$ cat src/char_lcd_expander_byte_encoder_top_assert.svh
// ----------------------------------------------------------------------------
// Assertion macros for the character display byte encoder
// Clocked on i_clk, disabled while i_rst_n is low.
// ----------------------------------------------------------------------------
`ifndef CHAR_LCD_EXPANDER_BYTE_ENCODER_TOP_ASSERT_SVH
`define CHAR_LCD_EXPANDER_BYTE_ENCODER_TOP_ASSERT_SVH

// Same-cycle implication
`define CLBE_ASSERT_NOW(lbl, ante, cons) \
    lbl: assert property (@(posedge i_clk) disable iff (!i_rst_n) \
        (ante) |-> (cons)) else $error("clbe assertion failed");

// Next-cycle implication
`define CLBE_ASSERT_NEXT(lbl, ante, cons) \
    lbl: assert property (@(posedge i_clk) disable iff (!i_rst_n) \
        (ante) |=> (cons)) else $error("clbe assertion failed");

`endif

$ cat src/clbe_pkg.sv
// ----------------------------------------------------------------------------
// clbe_pkg
// Types and constants shared by the character display byte encoder.
// ----------------------------------------------------------------------------
`default_nettype none

package clbe_pkg;

    // Request codes
    localparam logic [1:0] ACT_CMD    = 2'd0;
    localparam logic [1:0] ACT_CHAR   = 2'd1;
    localparam logic [1:0] ACT_CURSOR = 2'd2;
    localparam logic [1:0] ACT_NUMBER = 2'd3;

    // Decimal conversion sizes
    localparam int MAG_W      = 32;
    localparam int BCD_DIGITS = 10;
    localparam int BCD_W      = 4 * BCD_DIGITS;
    localparam int ITER_W     = $clog2(MAG_W);
    localparam int LEFT_W     = $clog2(BCD_DIGITS + 1);

    // Display byte constants
    localparam logic [7:0] CURSOR_CMD   = 8'h80;
    localparam logic [7:0] MINUS_CHAR   = 8'h2D;
    localparam logic [3:0] DIGIT_HI     = 4'h3;
    localparam logic [1:0] MAX_ROW      = 2'd3;

    // Expander low nibble: backlight bit 3, enable bit 2, register select bit 0
    localparam logic [3:0] CTL_ON_CMD   = 4'hC;
    localparam logic [3:0] CTL_OFF_CMD  = 4'h8;
    localparam logic [3:0] CTL_ON_CHAR  = 4'hD;
    localparam logic [3:0] CTL_OFF_CHAR = 4'h9;

    // Row start addresses of the display memory
    function automatic logic [7:0] row_base(input logic [1:0] row);
        logic [7:0] base;
        case (row)
            2'd0:    base = 8'h00;
            2'd1:    base = 8'h40;
            2'd2:    base = 8'h14;
            default: base = 8'h54;
        endcase
        return base;
    endfunction

    // Display byte handed to the serializer
    typedef struct packed {
        logic       push;
        logic [7:0] data;
        logic       is_char;
        logic       last_byte;
    } t_ser_req;

    // Control of the decimal converter
    typedef struct packed {
        logic start;
        logic shift;
    } t_bcd_ctrl;

    // Status of the decimal converter
    typedef struct packed {
        logic       done;
        logic [3:0] top_digit;
    } t_bcd_stat;

endpackage

`default_nettype wire

$ cat src/char_lcd_expander_byte_encoder_top.sv
// Command, character and cursor requests pass through the S_SINGLE state to
//   the serializer; four beats follow. A new request is taken only in S_IDLE.
// Integer requests: the shared shift-and-add-3 unit converts the magnitude,
//   then up to 9 leading zero digits are trimmed (at least one is kept), then
//   four beats per character follow (max 44 beats with the sign).
// Reset (synchronous, active low) idles the sequencer and drops pending beats.
// ----------------------------------------------------------------------------
// char_lcd_expander_byte_encoder_top
// Turns display requests into expander bytes for a 4-bit display controller.
// ----------------------------------------------------------------------------
`default_nettype none

module char_lcd_expander_byte_encoder_top (
    input  wire logic        i_clk,
    input  wire logic        i_rst_n,
    input  wire logic        i_in_valid,
    output logic             o_in_ready,
    input  wire logic [1:0]  i_action,
    input  wire logic [7:0]  i_byte_value,
    input  wire logic [7:0]  i_column,
    input  wire logic [7:0]  i_row,
    input  wire logic signed [31:0] i_number,
    output logic             o_out_valid,
    input  wire logic        i_out_ready,
    output logic [7:0]       o_expander_byte,
    output logic             o_last
);
    import clbe_pkg::*;

`include "char_lcd_expander_byte_encoder_top_assert.svh"

    typedef enum logic [2:0] {
        S_IDLE,
        S_SINGLE,
        S_CONV,
        S_TRIM,
        S_SIGN,
        S_DIGIT
    } t_state;

    t_state            r_state, n_state;
    logic [7:0]        r_byte, n_byte;
    logic              r_is_char, n_is_char;
    logic              r_neg, n_neg;
    logic [LEFT_W-1:0] r_left, n_left;

    t_ser_req   ser_req;
    logic       ser_ready;
    t_bcd_ctrl  bcd_ctrl;
    t_bcd_stat  bcd_stat;
    logic       in_beat;
    logic [1:0] row_clamp;
    logic [7:0] cursor_addr;
    logic [31:0] mag;

    assign o_in_ready = (r_state == S_IDLE);
    assign in_beat    = i_in_valid && o_in_ready;

    // Clamp the row and form the cursor address
    assign row_clamp   = (i_row > 8'(MAX_ROW)) ? MAX_ROW : i_row[1:0];
    assign cursor_addr = i_column + row_base(row_clamp);
    assign mag         = i_number[31] ? (32'd0 - i_number) : i_number;

    // Sequence the request
    always_comb begin
        n_state   = r_state;
        n_byte    = r_byte;
        n_is_char = r_is_char;
        n_neg     = r_neg;
        n_left    = r_left;
        ser_req   = '0;
        bcd_ctrl  = '0;
        case (r_state)
            S_IDLE: begin
                if (in_beat) begin
                    case (i_action)
                        ACT_CMD: begin
                            n_byte    = i_byte_value;
                            n_is_char = 1'b0;
                            n_state   = S_SINGLE;
                        end
                        ACT_CHAR: begin
                            n_byte    = i_byte_value;
                            n_is_char = 1'b1;
                            n_state   = S_SINGLE;
                        end
                        ACT_CURSOR: begin
                            n_byte    = CURSOR_CMD | cursor_addr;
                            n_is_char = 1'b0;
                            n_state   = S_SINGLE;
                        end
                        default: begin
                            n_neg          = i_number[31];
                            bcd_ctrl.start = 1'b1;
                            n_state        = S_CONV;
                        end
                    endcase
                end
            end
            S_SINGLE: begin
                ser_req.push      = 1'b1;
                ser_req.data      = r_byte;
                ser_req.is_char   = r_is_char;
                ser_req.last_byte = 1'b1;
                if (ser_ready) begin
                    n_state = S_IDLE;
                end
            end
            S_CONV: begin
                n_left = LEFT_W'(BCD_DIGITS);
                if (bcd_stat.done) begin
                    n_state = S_TRIM;
                end
            end
            S_TRIM: begin
                // Drop leading zero digits, keep at least one
                if ((bcd_stat.top_digit == 4'd0) && (r_left > LEFT_W'(1))) begin
                    bcd_ctrl.shift = 1'b1;
                    n_left         = r_left - 1'b1;
                end else begin
                    n_state = r_neg ? S_SIGN : S_DIGIT;
                end
            end
            S_SIGN: begin
                ser_req.push      = 1'b1;
                ser_req.data      = MINUS_CHAR;
                ser_req.is_char   = 1'b1;
                ser_req.last_byte = 1'b0;
                if (ser_ready) begin
                    n_state = S_DIGIT;
                end
            end
            S_DIGIT: begin
                ser_req.push      = 1'b1;
                ser_req.data      = {DIGIT_HI, bcd_stat.top_digit};
                ser_req.is_char   = 1'b1;
                ser_req.last_byte = (r_left == LEFT_W'(1));
                if (ser_ready) begin
                    bcd_ctrl.shift = 1'b1;
                    n_left         = r_left - 1'b1;
                    if (r_left == LEFT_W'(1)) begin
                        n_state = S_IDLE;
                    end
                end
            end
            default: begin
                n_state = S_IDLE;
            end
        endcase
    end

    // Hold state and request registers
    always_ff @(posedge i_clk) begin
        if (!i_rst_n) begin
            r_state <= S_IDLE;
        end else begin
            r_state <= n_state;
        end
        r_byte    <= n_byte;
        r_is_char <= n_is_char;
        r_neg     <= n_neg;
        r_left    <= n_left;
    end

    clbe_bcd_conv u_bcd_conv (
        .i_clk   (i_clk),
        .i_rst_n (i_rst_n),
        .i_ctrl  (bcd_ctrl),
        .i_mag   (mag),
        .o_stat  (bcd_stat)
    );

    clbe_byte_ser u_byte_ser (
        .i_clk           (i_clk),
        .i_rst_n         (i_rst_n),
        .i_req           (ser_req),
        .o_req_ready     (ser_ready),
        .o_out_valid     (o_out_valid),
        .i_out_ready     (i_out_ready),
        .o_expander_byte (o_expander_byte),
        .o_last          (o_last)
    );

    // Checks
    `CLBE_ASSERT_NOW(a_last_enable_low, o_out_valid && o_last, !o_expander_byte[2])
    `CLBE_ASSERT_NOW(a_backlight_on, o_out_valid, o_expander_byte[3] && !o_expander_byte[1])
    `CLBE_ASSERT_NEXT(a_busy_after_accept, in_beat, !o_in_ready)
    `CLBE_ASSERT_NOW(a_done_in_conv, bcd_stat.done, r_state == S_CONV)

endmodule

`default_nettype wire

$ cat src/clbe_bcd_conv.sv
// ----------------------------------------------------------------------------
// clbe_bcd_conv
// Binary to BCD converter: one shift-and-add-3 step per cycle, 32 steps.
// After conversion the digit register shifts out one digit per request.
// ----------------------------------------------------------------------------
`default_nettype none

module clbe_bcd_conv (
    input  wire logic                i_clk,
    input  wire logic                i_rst_n,
    input  wire clbe_pkg::t_bcd_ctrl i_ctrl,
    input  wire logic [31:0]         i_mag,
    output clbe_pkg::t_bcd_stat      o_stat
);
    import clbe_pkg::*;

    logic [MAG_W-1:0]  r_bin;
    logic [BCD_W-1:0]  r_bcd;
    logic [ITER_W-1:0] r_iter;
    logic              r_busy;
    logic              r_done;
    logic [BCD_W-1:0]  adj;

    // Add 3 to every digit of 5 or more before the shift
    always_comb begin
        for (int d = 0; d < BCD_DIGITS; d++) begin
            adj[4*d +: 4] = (r_bcd[4*d +: 4] >= 4'd5) ? r_bcd[4*d +: 4] + 4'd3
                                                      : r_bcd[4*d +: 4];
        end
    end

    // Iterate the shared shift unit, then shift digits out on request
    always_ff @(posedge i_clk) begin
        if (!i_rst_n) begin
            r_busy <= 1'b0;
            r_done <= 1'b0;
            r_iter <= '0;
        end else begin
            r_done <= 1'b0;
            if (i_ctrl.start) begin
                r_busy <= 1'b1;
                r_iter <= '0;
            end else if (r_busy) begin
                r_iter <= r_iter + 1'b1;
                if (r_iter == ITER_W'(MAG_W - 1)) begin
                    r_busy <= 1'b0;
                    r_done <= 1'b1;
                end
            end
        end
    end

    // Payload: binary and digit shift registers
    always_ff @(posedge i_clk) begin
        if (i_ctrl.start) begin
            r_bin <= i_mag;
            r_bcd <= '0;
        end else if (r_busy) begin
            r_bcd <= {adj[BCD_W-2:0], r_bin[MAG_W-1]};
            r_bin <= {r_bin[MAG_W-2:0], 1'b0};
        end else if (i_ctrl.shift) begin
            r_bcd <= {r_bcd[BCD_W-5:0], 4'h0};
        end
    end

    assign o_stat.done      = r_done;
    assign o_stat.top_digit = r_bcd[BCD_W-1 -: 4];

endmodule

`default_nettype wire

$ cat src/clbe_byte_ser.sv
// ----------------------------------------------------------------------------
// clbe_byte_ser
// Splits one display byte into four expander beats: high nibble with enable
// high and low, then low nibble with enable high and low.
// ----------------------------------------------------------------------------
`default_nettype none

module clbe_byte_ser (
    input  wire logic               i_clk,
    input  wire logic               i_rst_n,
    input  wire clbe_pkg::t_ser_req i_req,
    output logic                    o_req_ready,
    output logic                    o_out_valid,
    input  wire logic               i_out_ready,
    output logic [7:0]              o_expander_byte,
    output logic                    o_last
);
    import clbe_pkg::*;

    logic       r_active;
    logic [1:0] r_phase;
    logic [7:0] r_byte;
    logic       r_is_char;
    logic       r_last_byte;
    logic [3:0] nib;
    logic [3:0] ctl;
    logic       beat_done;

    assign beat_done   = r_active && i_out_ready;
    assign o_req_ready = !r_active || (beat_done && (r_phase == 2'd3));

    // Advance the phase per beat, load a new byte after the fourth
    always_ff @(posedge i_clk) begin
        if (!i_rst_n) begin
            r_active <= 1'b0;
            r_phase  <= 2'd0;
        end else if (i_req.push && o_req_ready) begin
            r_active <= 1'b1;
            r_phase  <= 2'd0;
        end else if (beat_done) begin
            r_phase <= r_phase + 2'd1;
            if (r_phase == 2'd3) begin
                r_active <= 1'b0;
            end
        end
    end

    // Hold the byte payload
    always_ff @(posedge i_clk) begin
        if (i_req.push && o_req_ready) begin
            r_byte      <= i_req.data;
            r_is_char   <= i_req.is_char;
            r_last_byte <= i_req.last_byte;
        end
    end

    // Build the beat from the held byte and the phase
    always_comb begin
        nib = r_phase[1] ? r_byte[3:0] : r_byte[7:4];
        if (r_is_char) begin
            ctl = r_phase[0] ? CTL_OFF_CHAR : CTL_ON_CHAR;
        end else begin
            ctl = r_phase[0] ? CTL_OFF_CMD : CTL_ON_CMD;
        end
    end

    assign o_out_valid     = r_active;
    assign o_expander_byte = {nib, ctl};
    assign o_last          = r_last_byte && (r_phase == 2'd3);

endmodule

`default_nettype wire

$ cat config.mk
export PLATFORM = sky130hd
export DESIGN_NAME = char_lcd_expander_byte_encoder_top
export DESIGN_NICKNAME = d
export VERILOG_FILES = /design/src/clbe_pkg.sv /design/src/char_lcd_expander_byte_encoder_top.sv /design/src/clbe_bcd_conv.sv /design/src/clbe_byte_ser.sv
export VERILOG_INCLUDE_DIRS = /design/src /design/src/src
export SDC_FILE = /design/constraint.sdc
export NUM_CORES = 1
export LEC_CHECK = 0
export BUFFER_PORTS_ARGS = -buffer_cell sky130_fd_sc_hd__buf_2
export CORE_MARGIN = 5
export CORE_UTILIZATION = 50
export DETAILED_ROUTE_END_ITERATION = 6
export PLACE_DENSITY = 0.7
export SYNTH_ARGS = -nofsm -noshare
export SYNTH_HDL_FRONTEND = slang
export SYNTH_HIERARCHICAL = 1
export SYNTH_SLANG_ARGS = --single-unit
$ cat constraint.sdc
create_clock -name i_clk -period 3.3 [get_ports i_clk]
set_input_delay 0.33 -clock i_clk [delete_from_list [all_inputs] [get_ports i_clk]]
set_output_delay 0.33 -clock i_clk [all_outputs]
set_load 0.005 [all_outputs]
==> results.cfg <==
[cells_and_area]
drive_above_1_share_pct = 21.5
final_util_pct = 56.8
final_common_cell = buf_2
area_growth_pct = 10.3
final_area_um2 = 7590
layout.nets = 815
n_antenna_cell = 0
final_cell_mix = buf_2, edfxtp_1, dfxtp_1, nand2_1, nor2_1

[clock_network]
cts_hold_buf = 0
numCtsBuffers = 9
worstSkewPairLatency_ps = 350
root_buffer = clkbuf_16
cts_tree = yes
clk_pin_slew_worst_paths_ps = 70
htree_levels = 3
cts.repair.resized = 0
cts_setup_buffers = 0
cts.sinks = 109
cts_buffer_depth = 2

[route]
first_iter_violations = 313
drc = 0
wl_per_cell_um = 15.4
drtPass1Iterations = 4
via_count = 5272
postRouteAntennaNets = 0
via_per_inst = 5.83
wl_um = 14000

[synthesis]
synth_xor_area_share_pct = 4.91
yosys-mux-area-fraction_pct = 9.44
syn-num-nets = 774
synth-adder-area-share_pct = 5.27
synth-edff-count = 56
synth_top_area_share_pct = 24.4
netlist.top_cell.by_area = edfxtp_1
avgSynthCellArea_um2 = 10.1
netlist_instances = 683
synth_compound_area_share_pct = 15.8
synthTopCellsByArea = edfxtp_1, dfxtp_1, mux2_2, ha_1, xnor2_1
synth_area_um2 = 6880
ys.flop_type = edfxtp_1
synth_top_family_by_area = simple AND/OR/NAND/NOR gates
async_flop_share_pct = 0
ys_types = 61
ys_ff_latch = 109
ys_seq_area_share_pct = 39.9
synth_simple_gate_area_share_pct = 18.4
yosysWarnings = 6

[timing]
max-slew-margin-rel_pct = 42.8
tns_ps = 0
tightest_slew_ps = 859
final_hold_viol_count = 0
slew_viol_final = 0
skew_ps = 7.43
finalSetupViolations = 0
rsz0062_at_grt = no
min_period_over_period_pct = 76.8
fin_crit_ps = 2530
timing.fmax_mhz = 395

[setup_path]
cp_num_cells = 9
cp-end-kind = flop
crit_end = r_byte[6]
max_stage_delay_ps = 520
worstReg2RegEnd = u_bcd_conv/r_bcd[6]
r2r_cells = 8
worst-path-buf-inv = 1
cp.required_ps = 3400
critPathTopFamily = simple AND/OR/NAND/NOR gates
worst-path-max-fanout = 2
rrSetupSlack_ps = 900
criticalPathCategory = in2reg
regToRegStartpoint = r_state[2]
arrival_ps = 2640
crit_path_start = i_row[6]
crit_path_start_kind = input port
crit_chain = buf_2, or4_1, or4_1, ha_1, ha_1, a21oi_1, nor2b_1, xnor3_1, mux2_2
crit_slowest_cell = or4_1

[placement]
hpwl_um = 9940
place_area_um2 = 7250
io_buffers = 69
place.gp.congestion = 0.822

[pwr]
p_leak_nw = 2.65
power_density_nw_per_um2 = 590
p_total_mw = 4.47
ir_worst_vdd_v = 0.000415

[global_route]
grt_pass1_vias = 5159
grt_usage_pct = 17.8
grt_max_degree = 53
antenna_found_initial = 0
grt_pass1_wl_um = 24100
gr-total-overflow = 0

[floorplanning]
initial_utilization_pct = 51.5
fp.coreArea_um2 = 13300
ioPinCount = 73
dieArea_um2 = 16200
rows = 42
die_w_um = 127
die_y_um = 127

[status]
status = complete, no violations

[min_path]
hp-class = in2reg

[run]
drv_cap = 0
metal layers:
metal / GRT usage, % / vias up / part of all wire [%]
met5: 0 / - / 0
met4: 4.79 / 0 / 1.2
met3: 4.05 / 15 / 3.6
met2: 30.7 / 78 / 51
met1: 22.4 / 2565 / 44
li1: - / 2614 / -
how the worst min path moves through the flow:
stage                         start                   to  slack [ps]  depth (start not counted)
4_1_cts                 i_action[0]            r_is_char         190                          1
5_1_grt                 i_action[0]            r_is_char         210                          1
6_report                i_action[0]            r_is_char         220                          1
3_5_place_dp   u_bcd_conv/r_bin[31]  u_bcd_conv/r_bcd[0]         500                          2
3_3_place_gp   u_bcd_conv/r_bin[31]  u_bcd_conv/r_bcd[0]         470                          2
2_1_floorplan          i_number[31]                r_neg         430                          0
registers in the layout, summed over array words and instances, names as in the netlist:
name and count:
r_is_char 1, r_left 4, u_bcd_conv/r_bcd 40, u_byte_ser/r_last_byte 1, r_neg 1, u_bcd_conv/r_done 1, u_byte_ser/r_is_char 1, r_byte 8
r_state 3, u_byte_ser/r_byte 8, u_byte_ser/o_out_valid 1, u_bcd_conv/r_busy 1, u_bcd_conv/r_bin 32, u_bcd_conv/r_iter 5, u_byte_ser/r_phase 2
logic make-up (layout without fill, tap and decap cells):
group,count (synthesis),after routing
buf+inv,79,125
fa+ha+maj,29,29
simple gates,215,215
xor+xnor,37,37
other cells,2,2
flops,109,109
mux,60,60
compound gates,152,152
through the flow:
step | worst slack (ps) | std cells | hold WS (ps)
finish | 766 | 905 | 216
global route | 652 | 905 | 210
CTS | 785 | 905 | 192
detailed placement | 395 | 889 | 496
global placement | 457 | 889 | 474
floorplan | 590 | 683 | 429
final cells by class:
type / count / area (µm²)
timing repair buffer: 77 / 430
clock buffer: 11 / 233
inverter: 32 / 120
tap: 176 / 220
sequential: 109 / 2740
clock inverter: 5 / 108
multi-input combinational: 495 / 3730
fill: 1160 / 5760
power breakdown:
part	internal (mW)	switching, mW
Clock	0.747	0.482
Combinational	0.580	0.633
Sequential	1.71	0.327
synthesized netlist by cell type, drive strengths merged, types with 23 or more instances:
library cell	n
edfxtp	56
dfxtp	53
nand2	44
nor2	44
mux2	39
a21oi	36
buf	35
xnor2	33
inv	32
o21ai	30
ha	29
a211oi	23
Power figures use the tool's default switching activity.
